$ cat src/acl_pkg.sv
// Shared types, constants and helpers for the IPv4 first-match access list.
// No dependencies; imported by every module in src.
package acl_pkg;

  localparam int MAX_RULES = 64;
  localparam int ADDR_BITS = 32;
  localparam int LEN_W     = 6;
  localparam int IDX_W     = $clog2(MAX_RULES);
  localparam int CNT_W     = $clog2(MAX_RULES + 1);

  localparam logic [LEN_W-1:0] LEN_MAX = LEN_W'(ADDR_BITS);
  localparam logic [CNT_W-1:0] NO_RULE = CNT_W'(MAX_RULES);

  localparam logic [1:0] MODE_ALLOW = 2'd0;
  localparam int         MODE_QUERY_BIT = 1;

  localparam logic [1:0] STAT_STORED = 2'd0;
  localparam logic [1:0] STAT_ALLOW  = 2'd1;
  localparam logic [1:0] STAT_DENY   = 2'd2;
  localparam logic [1:0] STAT_FULL   = 2'd3;

  typedef struct packed {
    logic [ADDR_BITS-1:0] prefix;
    logic [LEN_W-1:0]     len;
    logic                 allows;
  } rule_t;

  function automatic logic [ADDR_BITS-1:0] prefix_mask(input logic [LEN_W-1:0] len);
    logic [ADDR_BITS-1:0] m;
    m = '1;
    if (len == '0) begin
      m = '0;
    end else if (len < LEN_MAX) begin
      m = m << (LEN_MAX - len);
    end
    return m;
  endfunction

endpackage

$ cat src/acl_rule_mem.sv
// Rule storage: one write port, one read port, registered read data.
// Depends on acl_pkg for the rule record and index width.
module acl_rule_mem (
  input  logic                       clk,
  input  logic                       we,
  input  logic [acl_pkg::IDX_W-1:0]  waddr,
  input  acl_pkg::rule_t             wdata,
  input  logic [acl_pkg::IDX_W-1:0]  raddr,
  output acl_pkg::rule_t             rdata
);
  import acl_pkg::*;

  rule_t mem [MAX_RULES];

  always_ff @(posedge clk) begin
    if (we) begin
      mem[waddr] <= wdata;
    end
    rdata <= mem[raddr];
  end

endmodule

$ cat src/acl_match.sv
// Prefix compare of one stored rule against a lookup address.
// Depends on acl_pkg for the rule record and prefix_mask.
module acl_match (
  input  logic [acl_pkg::ADDR_BITS-1:0] address,
  input  acl_pkg::rule_t                rule,
  output logic                          hit
);
  import acl_pkg::*;

  logic [ADDR_BITS-1:0] mask;

  assign mask = prefix_mask(rule.len);
  assign hit  = ((address ^ rule.prefix) & mask) == '0;

endmodule

$ cat src/cidr_acl_first_match_filter.sv
// IPv4 access list with first-match lookup: top level, control and output register.
// Depends on acl_pkg, acl_rule_mem and acl_match.
//
// Each request either appends an allow/deny rule (address plus prefix length, saturated
// to 32) or looks up an address. An append is answered straight from the idle state. A
// lookup examines the stored rules in order up to the first match (all stored rules
// when none matches, at most MAX_RULES); the single read port of the rule memory sets
// this, one rule per cycle. A lookup on an empty list is answered without a scan. When the
// output register is still held by a stalled response, the finished result waits in a
// hold state until the register frees. The block takes a new request whenever it is
// idle, even while a response waits to be transferred.
module cidr_acl_first_match_filter (
  input  logic                          clk,
  input  logic                          rst,
  input  logic                          req_valid,
  output logic                          req_stall,
  input  logic [1:0]                    mode,
  input  logic [acl_pkg::ADDR_BITS-1:0] address,
  input  logic [acl_pkg::LEN_W-1:0]     prefix_len,
  output logic                          rsp_valid,
  input  logic                          rsp_stall,
  output logic [1:0]                    status,
  output logic [acl_pkg::CNT_W-1:0]     matched_rule
);
  import acl_pkg::*;

  typedef enum logic [1:0] {ST_IDLE, ST_SCAN, ST_HOLD} state_t;

  state_t               state;
  logic [CNT_W-1:0]     rule_count;
  logic [IDX_W-1:0]     idx;
  logic [ADDR_BITS-1:0] q_addr;
  logic [1:0]           pend_status;
  logic [CNT_W-1:0]     pend_which;

  logic                 accept;
  logic                 is_query;
  logic                 full;
  logic                 out_free;
  logic                 load;
  logic                 last;
  logic                 hit;
  logic                 fin;
  logic [1:0]           fin_status;
  logic [CNT_W-1:0]     fin_which;
  logic [LEN_W-1:0]     len_sat;
  logic                 we;
  rule_t                wdata;
  rule_t                rdata;
  logic [IDX_W-1:0]     raddr;

  assign req_stall = (state != ST_IDLE);
  assign accept    = req_valid && !req_stall;
  assign is_query  = mode[MODE_QUERY_BIT];
  assign full      = (rule_count == NO_RULE);
  assign out_free  = !rsp_valid || !rsp_stall;
  assign load      = out_free && (fin || state == ST_HOLD);
  assign last      = ((CNT_W'(idx) + CNT_W'(1)) == rule_count);
  assign len_sat   = (prefix_len > LEN_MAX) ? LEN_MAX : prefix_len;

  assign we            = accept && !is_query && !full;
  assign wdata.prefix  = address & prefix_mask(len_sat);
  assign wdata.len     = len_sat;
  assign wdata.allows  = (mode == MODE_ALLOW);
  assign raddr         = (state == ST_SCAN) ? idx + IDX_W'(1) : '0;

  acl_rule_mem u_mem (
    .clk   (clk),
    .we    (we),
    .waddr (rule_count[IDX_W-1:0]),
    .wdata (wdata),
    .raddr (raddr),
    .rdata (rdata)
  );

  acl_match u_match (
    .address (q_addr),
    .rule    (rdata),
    .hit     (hit)
  );

  always_comb begin
    fin        = 1'b0;
    fin_status = STAT_ALLOW;
    fin_which  = NO_RULE;
    if (state == ST_IDLE && accept) begin
      if (!is_query) begin
        fin = 1'b1;
        if (full) begin
          fin_status = STAT_FULL;
        end else begin
          fin_status = STAT_STORED;
          fin_which  = rule_count;
        end
      end else if (rule_count == '0) begin
        fin = 1'b1;
      end
    end else if (state == ST_SCAN) begin
      if (hit) begin
        fin        = 1'b1;
        fin_status = rdata.allows ? STAT_ALLOW : STAT_DENY;
        fin_which  = CNT_W'(idx);
      end else if (last) begin
        fin = 1'b1;
      end
    end
  end

  always_ff @(posedge clk) begin
    if (rst) begin
      state      <= ST_IDLE;
      rsp_valid  <= 1'b0;
      rule_count <= '0;
    end else begin
      if (load) begin
        rsp_valid <= 1'b1;
      end else if (rsp_valid && !rsp_stall) begin
        rsp_valid <= 1'b0;
      end
      unique case (state)
        ST_IDLE: begin
          if (accept) begin
            if (!is_query) begin
              if (!full) begin
                rule_count <= rule_count + CNT_W'(1);
              end
            end else begin
              q_addr <= address;
              idx    <= '0;
              if (rule_count != '0) begin
                state <= ST_SCAN;
              end
            end
          end
        end
        ST_SCAN: begin
          if (!fin) begin
            idx <= idx + IDX_W'(1);
          end
        end
        ST_HOLD: begin
          if (out_free) begin
            status       <= pend_status;
            matched_rule <= pend_which;
            state        <= ST_IDLE;
          end
        end
        default: begin
          state <= ST_IDLE;
        end
      endcase
      if (fin) begin
        if (out_free) begin
          status       <= fin_status;
          matched_rule <= fin_which;
          state        <= ST_IDLE;
        end else begin
          pend_status <= fin_status;
          pend_which  <= fin_which;
          state       <= ST_HOLD;
        end
      end
    end
  end

endmodule
$ cat config.mk
export PLATFORM = sky130hd
export DESIGN_NAME = cidr_acl_first_match_filter
export DESIGN_NICKNAME = d
export VERILOG_FILES = /design/src/acl_pkg.sv /design/src/acl_rule_mem.sv /design/src/acl_match.sv /design/src/cidr_acl_first_match_filter.sv
export SDC_FILE = /design/constraint.sdc
export NUM_CORES = 2
export LEC_CHECK = 0
export ABC_AREA = 1
export BUFFER_PORTS_ARGS = -buffer_cell sky130_fd_sc_hd__buf_4
export CAP_MARGIN = 25
export CORE_ASPECT_RATIO = 1.1
export CORE_MARGIN = 2
export CORE_UTILIZATION = 43
export CTS_BUF_LIST = sky130_fd_sc_hd__clkbuf_8 sky130_fd_sc_hd__clkbuf_16
export DETAILED_ROUTE_END_ITERATION = 7
export SLEW_MARGIN = 15
export SYNTH_ARGS = -nofsm -noshare
export SYNTH_HDL_FRONTEND = slang
export SYNTH_SLANG_ARGS = --single-unit
$ cat constraint.sdc
create_clock -name clk -period 7.24 [get_ports clk]
set_input_delay 0 -clock clk [delete_from_list [all_inputs] [get_ports clk]]
set_output_delay 0 -clock clk [all_outputs]
set_load 0.02 [all_outputs]
# Word-level counts from Yosys, hierarchy flattened
# Memory sizes are Yosys's and may differ from the RTL's. A register that Yosys moved wholly into a read port is not among the register bits.
# Cells that the tools add are included.
dict set report totals {
  register_bits 66
  mem_bits_rw 2496
  output_inout_bits 11
  elab_cells 113
  memories 1
}
dict set report op_classes {
  add_sub_neg 5
  magnitude_cmp 3
  n_eq_ne 12
  n_shift 2
  muxes 46
  bitwise_logic 7
  reduce_logical 28
}
# memory depth width rd rd_ports_with_merged_regs wr line
set memory_table {}
lappend memory_table {u_mem.mem 64 39 1 1 1 acl_rule_mem.sv:13} ;# rule_t mem [MAX_RULES];
# op count
set op_table {}
lappend op_table {{two-way mux 32 bit} 4}
lappend op_table {{bitwise AND 32 bit} 2}
lappend op_table {{<< shifter 32 x 6 -> 32 bit (first input constant)} 2}
lappend op_table {{two-way mux 7 bit} 9}
lappend op_table {{logical NOT 32 bit} 1}
lappend op_table {{two-way mux 2 bit} 16}
lappend op_table {{XOR 32 bit} 1}
lappend op_table {{two-way mux 6 bit} 5}
lappend op_table {{logical NOT 6 bit} 2}
lappend op_table {{less-than comparator 6 bit (second input constant)} 2}
lappend op_table {{case mux 6 bit (2 select lines)} 1}
lappend op_table {{subtractor 6 bit (first input constant)} 2}
lappend op_table {{two-way mux 1 bit} 10}
lappend op_table {{AND reduction 5 bit} 2}
lappend op_table {{inequality test 3 bit (second input constant)} 3}
lappend op_table {{inequality test 2 bit (second input constant)} 4}
lappend op_table {{AND reduction 4 bit} 2}
lappend op_table {{adder 6 x 1 -> 7 bit (second input constant)} 1}
lappend op_table {{adder 7 x 1 -> 7 bit (second input constant)} 1}
lappend op_table {{equality test 7 bit} 1}
lappend op_table {{equality test 7 bit (second input constant)} 1}
lappend op_table {{logical NOT 7 bit} 1}
lappend op_table {{nonzero test 7 bit} 1}
lappend op_table {{adder 6 x 1 -> 6 bit (second input constant)} 1}
lappend op_table {{12 further kinds} 28}

# Logic depth before layout (Yosys ltp)
dict set report depth {
  ltp_word 12
  depth_mapped 21
  ltp_nobuf 21
}

# Hierarchy
# A second synthesis with hierarchy kept.
dict set report hier_totals {
  hier_cells 8825
  area_unflattened_um2 105737.7
}
# module n_inst cells_each area_each_um2
set by_module_without_submodules {}
lappend by_module_without_submodules {acl_rule_mem 1 8234 101092.0}
lappend by_module_without_submodules {cidr_acl_first_match_filter 1 405 3654.8}
lappend by_module_without_submodules {acl_match 1 186 991.0}

# Worst setup path before layout
# Ideal clock, no wire load.
dict set report synth_timing {
  path_type {input-to-reg}
  startpoint {in prefix_len[0] in the netlist's numbering}
  endpoint {mem u_mem.mem[0][21] in the netlist's numbering, data pin}
  setup_ps 916
  arrival_time_ps 6803
  path_slack_ps -479
  path_stages 15
  path_buffers 1
  path_cell_list {nor2_1 > nand2_1 > nor2_1 > nand2_1 > nand2_1 > inv_1 > nor2_1 > inv_1 > nand2_1 > xnor2_1 > nand2_1 > nand2_1 > inv_1 > buf_2 > nor4b_1}
}
# item line
set synth_rtl {}
lappend synth_rtl {{start, declared} cidr_acl_first_match_filter.sv:19} ;# input logic [acl_pkg::LEN_W-1:0] prefix_len,
lappend synth_rtl {{end, declared} acl_rule_mem.sv:13}

# Worst setup path after layout
dict set report layout_timing {
  startpoint {reg state[1]}
  endpoint {mem u_mem.mem[42][23] in the netlist's numbering (enable)}
}
dict set report layout_via {
  elab_chain_cells 7
}
# item line
set layout_rtl {}
lappend layout_rtl {{start, declared} cidr_acl_first_match_filter.sv:29} ;# state_t state;
lappend layout_rtl {{start signal, assigned} cidr_acl_first_match_filter.sv:111} ;# state <= ST_IDLE;
lappend layout_rtl {{start signal, assigned} cidr_acl_first_match_filter.sv:131} ;# state <= ST_SCAN;
lappend layout_rtl {{start signal, assigned} cidr_acl_first_match_filter.sv:145} ;# state <= ST_IDLE;
lappend layout_rtl {{nonzero test 2 bit} cidr_acl_first_match_filter.sv:52} ;# assign req_stall = (state != ST_IDLE);
lappend layout_rtl {{logical NOT 1 bit} cidr_acl_first_match_filter.sv:53} ;# assign accept = req_valid && !req_stall;
lappend layout_rtl {{logical AND 1 bit} cidr_acl_first_match_filter.sv:53}
lappend layout_rtl {{logical AND 1 bit (2 in series)} cidr_acl_first_match_filter.sv:61} ;# assign we = accept && !is_query && !full;
lappend layout_rtl {{two-way mux 1 bit} acl_rule_mem.sv:16} ;# if (we) begin
lappend layout_rtl {{two-way mux 1 bit (not written as such)} acl_rule_mem.sv:17} ;# mem[waddr] <= wdata;
# No other way between the ends.

==> results list <==
- Outcome: finished, final reports clean
* Half-perimeter wire length of the detailed placement result: 156000 um
- Across the VDD grid, the largest voltage drop is around 0.20 mV.
- The initialized floorplan defines 189 standard-cell rows.
- Number of distinct standard cells referenced by the synthesized netlist: between 40 and 50
* Remaining number of nets flagged by the antenna check after routing: 0
* Hold path startpoint: address[11]
- For this run, design rule violations remaining after detail routing come to 0.
- Die outline height: 520 um
- In this run, the number of DRC markers left after iteration 0 of detailed routing was 9057.
* Total count of hold-check failures in the final report: 0
* Worst setup EP type: flop
* Slew at the pin closest to its max-slew limit: 1.13 ns
- The number of global-route vias before repair is 63900.
* Async S/R FF share, synth: 0%
* Critical path buffer and inverter count: 4
- Cell count after synthesis: 8081
* Worst Hold Slack: 0.146 ns
* Top fanout value on the critical path: 20
- Timing would allow up to about 210 MHz.
* TritonCTS clock tree: done
* Number of max-capacitance violations reported: 0
- Die area: approximately 250000 um2
- Clock tree synthesis inserted a total of about 250 buffers.
* Port bufs: 54
- Synthesis-to-layout area growth: 12.5%
- Top cell type by total area after synthesis: edfxtp_1
* Leak: 36.5 nW
- Wires add up to 310000 um.
* Cell Pwr Density: ~260 nW/um2
- For the final routed database, the setup TNS stands at 0 ns.
- Of the post-synthesis cell area, the dominant cell type holds 73.7%.
- Crit path cell chain: nor2_1 -> nand2_1 -> nor2_1 -> dlygate4sd3_1 -> inv_1 -> nor2_1 -> inv_1 -> nor2_1 -> nand3_1 -> nor2_4 -> buf_4
- Broken down by cell family, the worst path's largest delay share belongs to simple AND/OR/NAND/NOR gates.
- Headroom to the max-slew limit came out at 24.6%.
* All-layer global routing usage: 24.5%
- between 50 and 60 I/O pins were placed.
* Post-CTS Resized: 0
- After detailed routing, the number of vias per cell comes to 5.95.
- No sink is reached through more buffers than the 4 on the longest clock path.
- CP Data Arrival Time: 5.32 ns
- Fin crit period: 4.82 ns
- Clock skew on the completed layout was measured at 0.0755 ns.
- For the worst setup path, the data required time is approximately 7.8 ns.
- The tree is rooted in a clkbuf_16.
- Critical Setup Path Class: flop to flop
* Net Count, Synth: 8136
- Clock tree synthesis found a total of around 2600 sinks.
* Leading cell type in the layout, fill and taps excluded: edfxtp_1
- Fillcell total: around 21000
* Maximum single-stage delay on the critical path: 1.10 ns
- Total number of vias: 68000
- Fraction of layout cells with a size suffix above 1: 8.77%
- Main flop type after synthesis: edfxtp_1
- Number of synthesized register bits: 2601
- Most frequent cells in the layout: edfxtp_1, nor2_1, o21ai_0, o211ai_1, nand3_1
- Number of warnings reported in the yosys synthesis log: 0
* Synthesized area divided by synthesized cell count: 12.9 um2
- Effective utilization at floorplan: 43.2%
* Number of flops mapped to enable cells by yosys: 2552
- The multi-input combinational cells in the finished layout cover a total of 24200 um2.
- Net count reported at finish: roughly 8000
- Storage element area: 77600 um2
- Hold Crit Class: input pin to flop
- Launch instance of the worst register-to-register path: state[1]
- Deepest level of the CTS H-tree: 4
* Pin count of the biggest net entering global routing: 252
* Final Slew Violations: 0
* Placer's final routability congestion estimate: 0.870
* Sequential-to-total area share from yosys stat: 74.6%
* Final Cycle Share: 66.5%
* Number of buffers inserted to repair setup after CTS: 0
- Summing every instance area after synthesis gives ~100000 um2.
- Setup violations remaining at the end of the flow were counted as 0.
* Clock transition at the register clock pins on the worst setup and hold paths after CTS: approximately 0.060 ns
- STA classifies the critical path startpoint as a flop.
* Overall overflow remaining after global route: 0
- The clock reaches the later pin of the worst-skew pair after roughly 0.91 ns.
- Worst setup path startpoint: state[1]
* Routed length per placed instance: 27.1 um
- Unrepaired setup endpoints after global routing: no
* Critical-path cell with the highest stage delay: nor2_4
* Area of the core region: 241000 um2
* 1st-pass router iterations: 6
- Critical path's most frequent cell: nor2_1
- Top area cells in the synthesized netlist: edfxtp_1, nor2_1, o21ai_0
- The number of antenna violations at the first check in global routing came to 6.
- The first global-routing pass estimated 447000 um of wire.
- Fraction of the core area covered by cells at the end of the flow: 48.6%
- In this run the horizontal extent of the chip is 473 um.
## path summary, 6_finish.rpt
check             slack [ns]                 to  depth (start not counted)
setup reg to reg        2.42  u_mem.mem[42][23]                         11
hold reg to reg         0.56      rule_count[6]                          2
setup / recovery        2.42  u_mem.mem[42][23]                         11
hold / removal          0.15  u_mem.mem[13][18]                          4
## where the power goes
part | switching [mW] | internal, mW
registers | 0.0827 | 16.8
clock network | 5.49 | 7.07
logic | 1.15 | 0.366
total | 6.72 | 24.2
## cell families (layout without fill, tap and decap cells)
| logic type | count (synthesis) | after routing | synth area share (%) |
|---|---|---|---|
| other cells | 0 | 4 | 0 |
| buf+inv | 693 | 877 | 2.84 |
| compound gates | 1987 | 1987 | 11.1 |
| flops | 2601 | 2601 | 74.6 |
| fa+ha+maj | 11 | 11 | 0.132 |
| xor+xnor | 38 | 38 | 0.320 |
| simple gates | 2742 | 2742 | 10.9 |
| mux | 9 | 9 | 0.0975 |
## layout make-up
type,count,share of cell area (%)
flip-flops and latches,2601,66.4
clock inverters,158,0.967
multi-input cells,4787,20.7
inverters,131,0.449
diodes,4,0.00856
well taps,3151,3.37
clock buffers,275,5.66
repair buffers,313,2.51
## timing repair
| action | CTS | global route |
|---|---|---|
| hold buffers | 79 | 0 |
| endpoints found under the hold margin | 1289 | 0 |
| endpoints found under the setup margin | 0 | 0 |
## routing by layer
metal / up-vias / track usage, % / wire length, um
met5: - / 0 / 12
met4: 2 / 9.09 / 12100
met3: 625 / 3.24 / 26300
met2: 3305 / 39.9 / 147000
met1: 34300 / 33.6 / 124000
li1: 29800 / - / -
## synthesized netlist by cell type, drive strengths merged, types with 2 or more instances
library cell and count:
a21oi 87, a22oi 2, o21ai 1229, nor2 1858, clkbuf 319, xor2 35
nand3b 3, buf 243, dfxtp 49, o2111a 2, edfxtp 2552, nor3 48
mux2 9, clkinv 7, nand2 236, nand3 574, ha 11, a211oi 35
o22ai 52, a31oi 3, o211ai 573, nand4 17, nor4 4, xnor2 3
inv 124
## sequential cells by signal, indices dropped and copies added, names as in the netlist
name and flops:
u_mem.mem 2496, u_mem.rdata 39, q_addr 32, matched_rule 7
pend_which 7, rule_count 7, idx 6, pend_status 2
state 2, status 2, rsp_valid 1
## metrics by stage
| stage | total power [mW] | instances | cell area [um2] | worst slack (ns) |
|---|---|---|---|---|
| after floorplan | 18.0 | 8081 | 104000 | 0.866 |
| after global placement | 18.6 | 10900 | 108000 | 2.63 |
| after detailed placement | 18.6 | 10900 | 108000 | 2.56 |
| after CTS | 31.0 | 11400 | 117000 | 2.45 |
| after global routing | 31.7 | 11400 | 117000 | 2.14 |
| final | 30.9 | 11400 | 117000 | 2.42 |
## worst register-to-register path, delay by kind of cell (launching register included)
family | cells | cell delay (ns)
simple gates | 7 | 2.52
buf+inv | 4 | 1.56
flops | 1 | 0.35
Power figures use the tool's default switching activity.
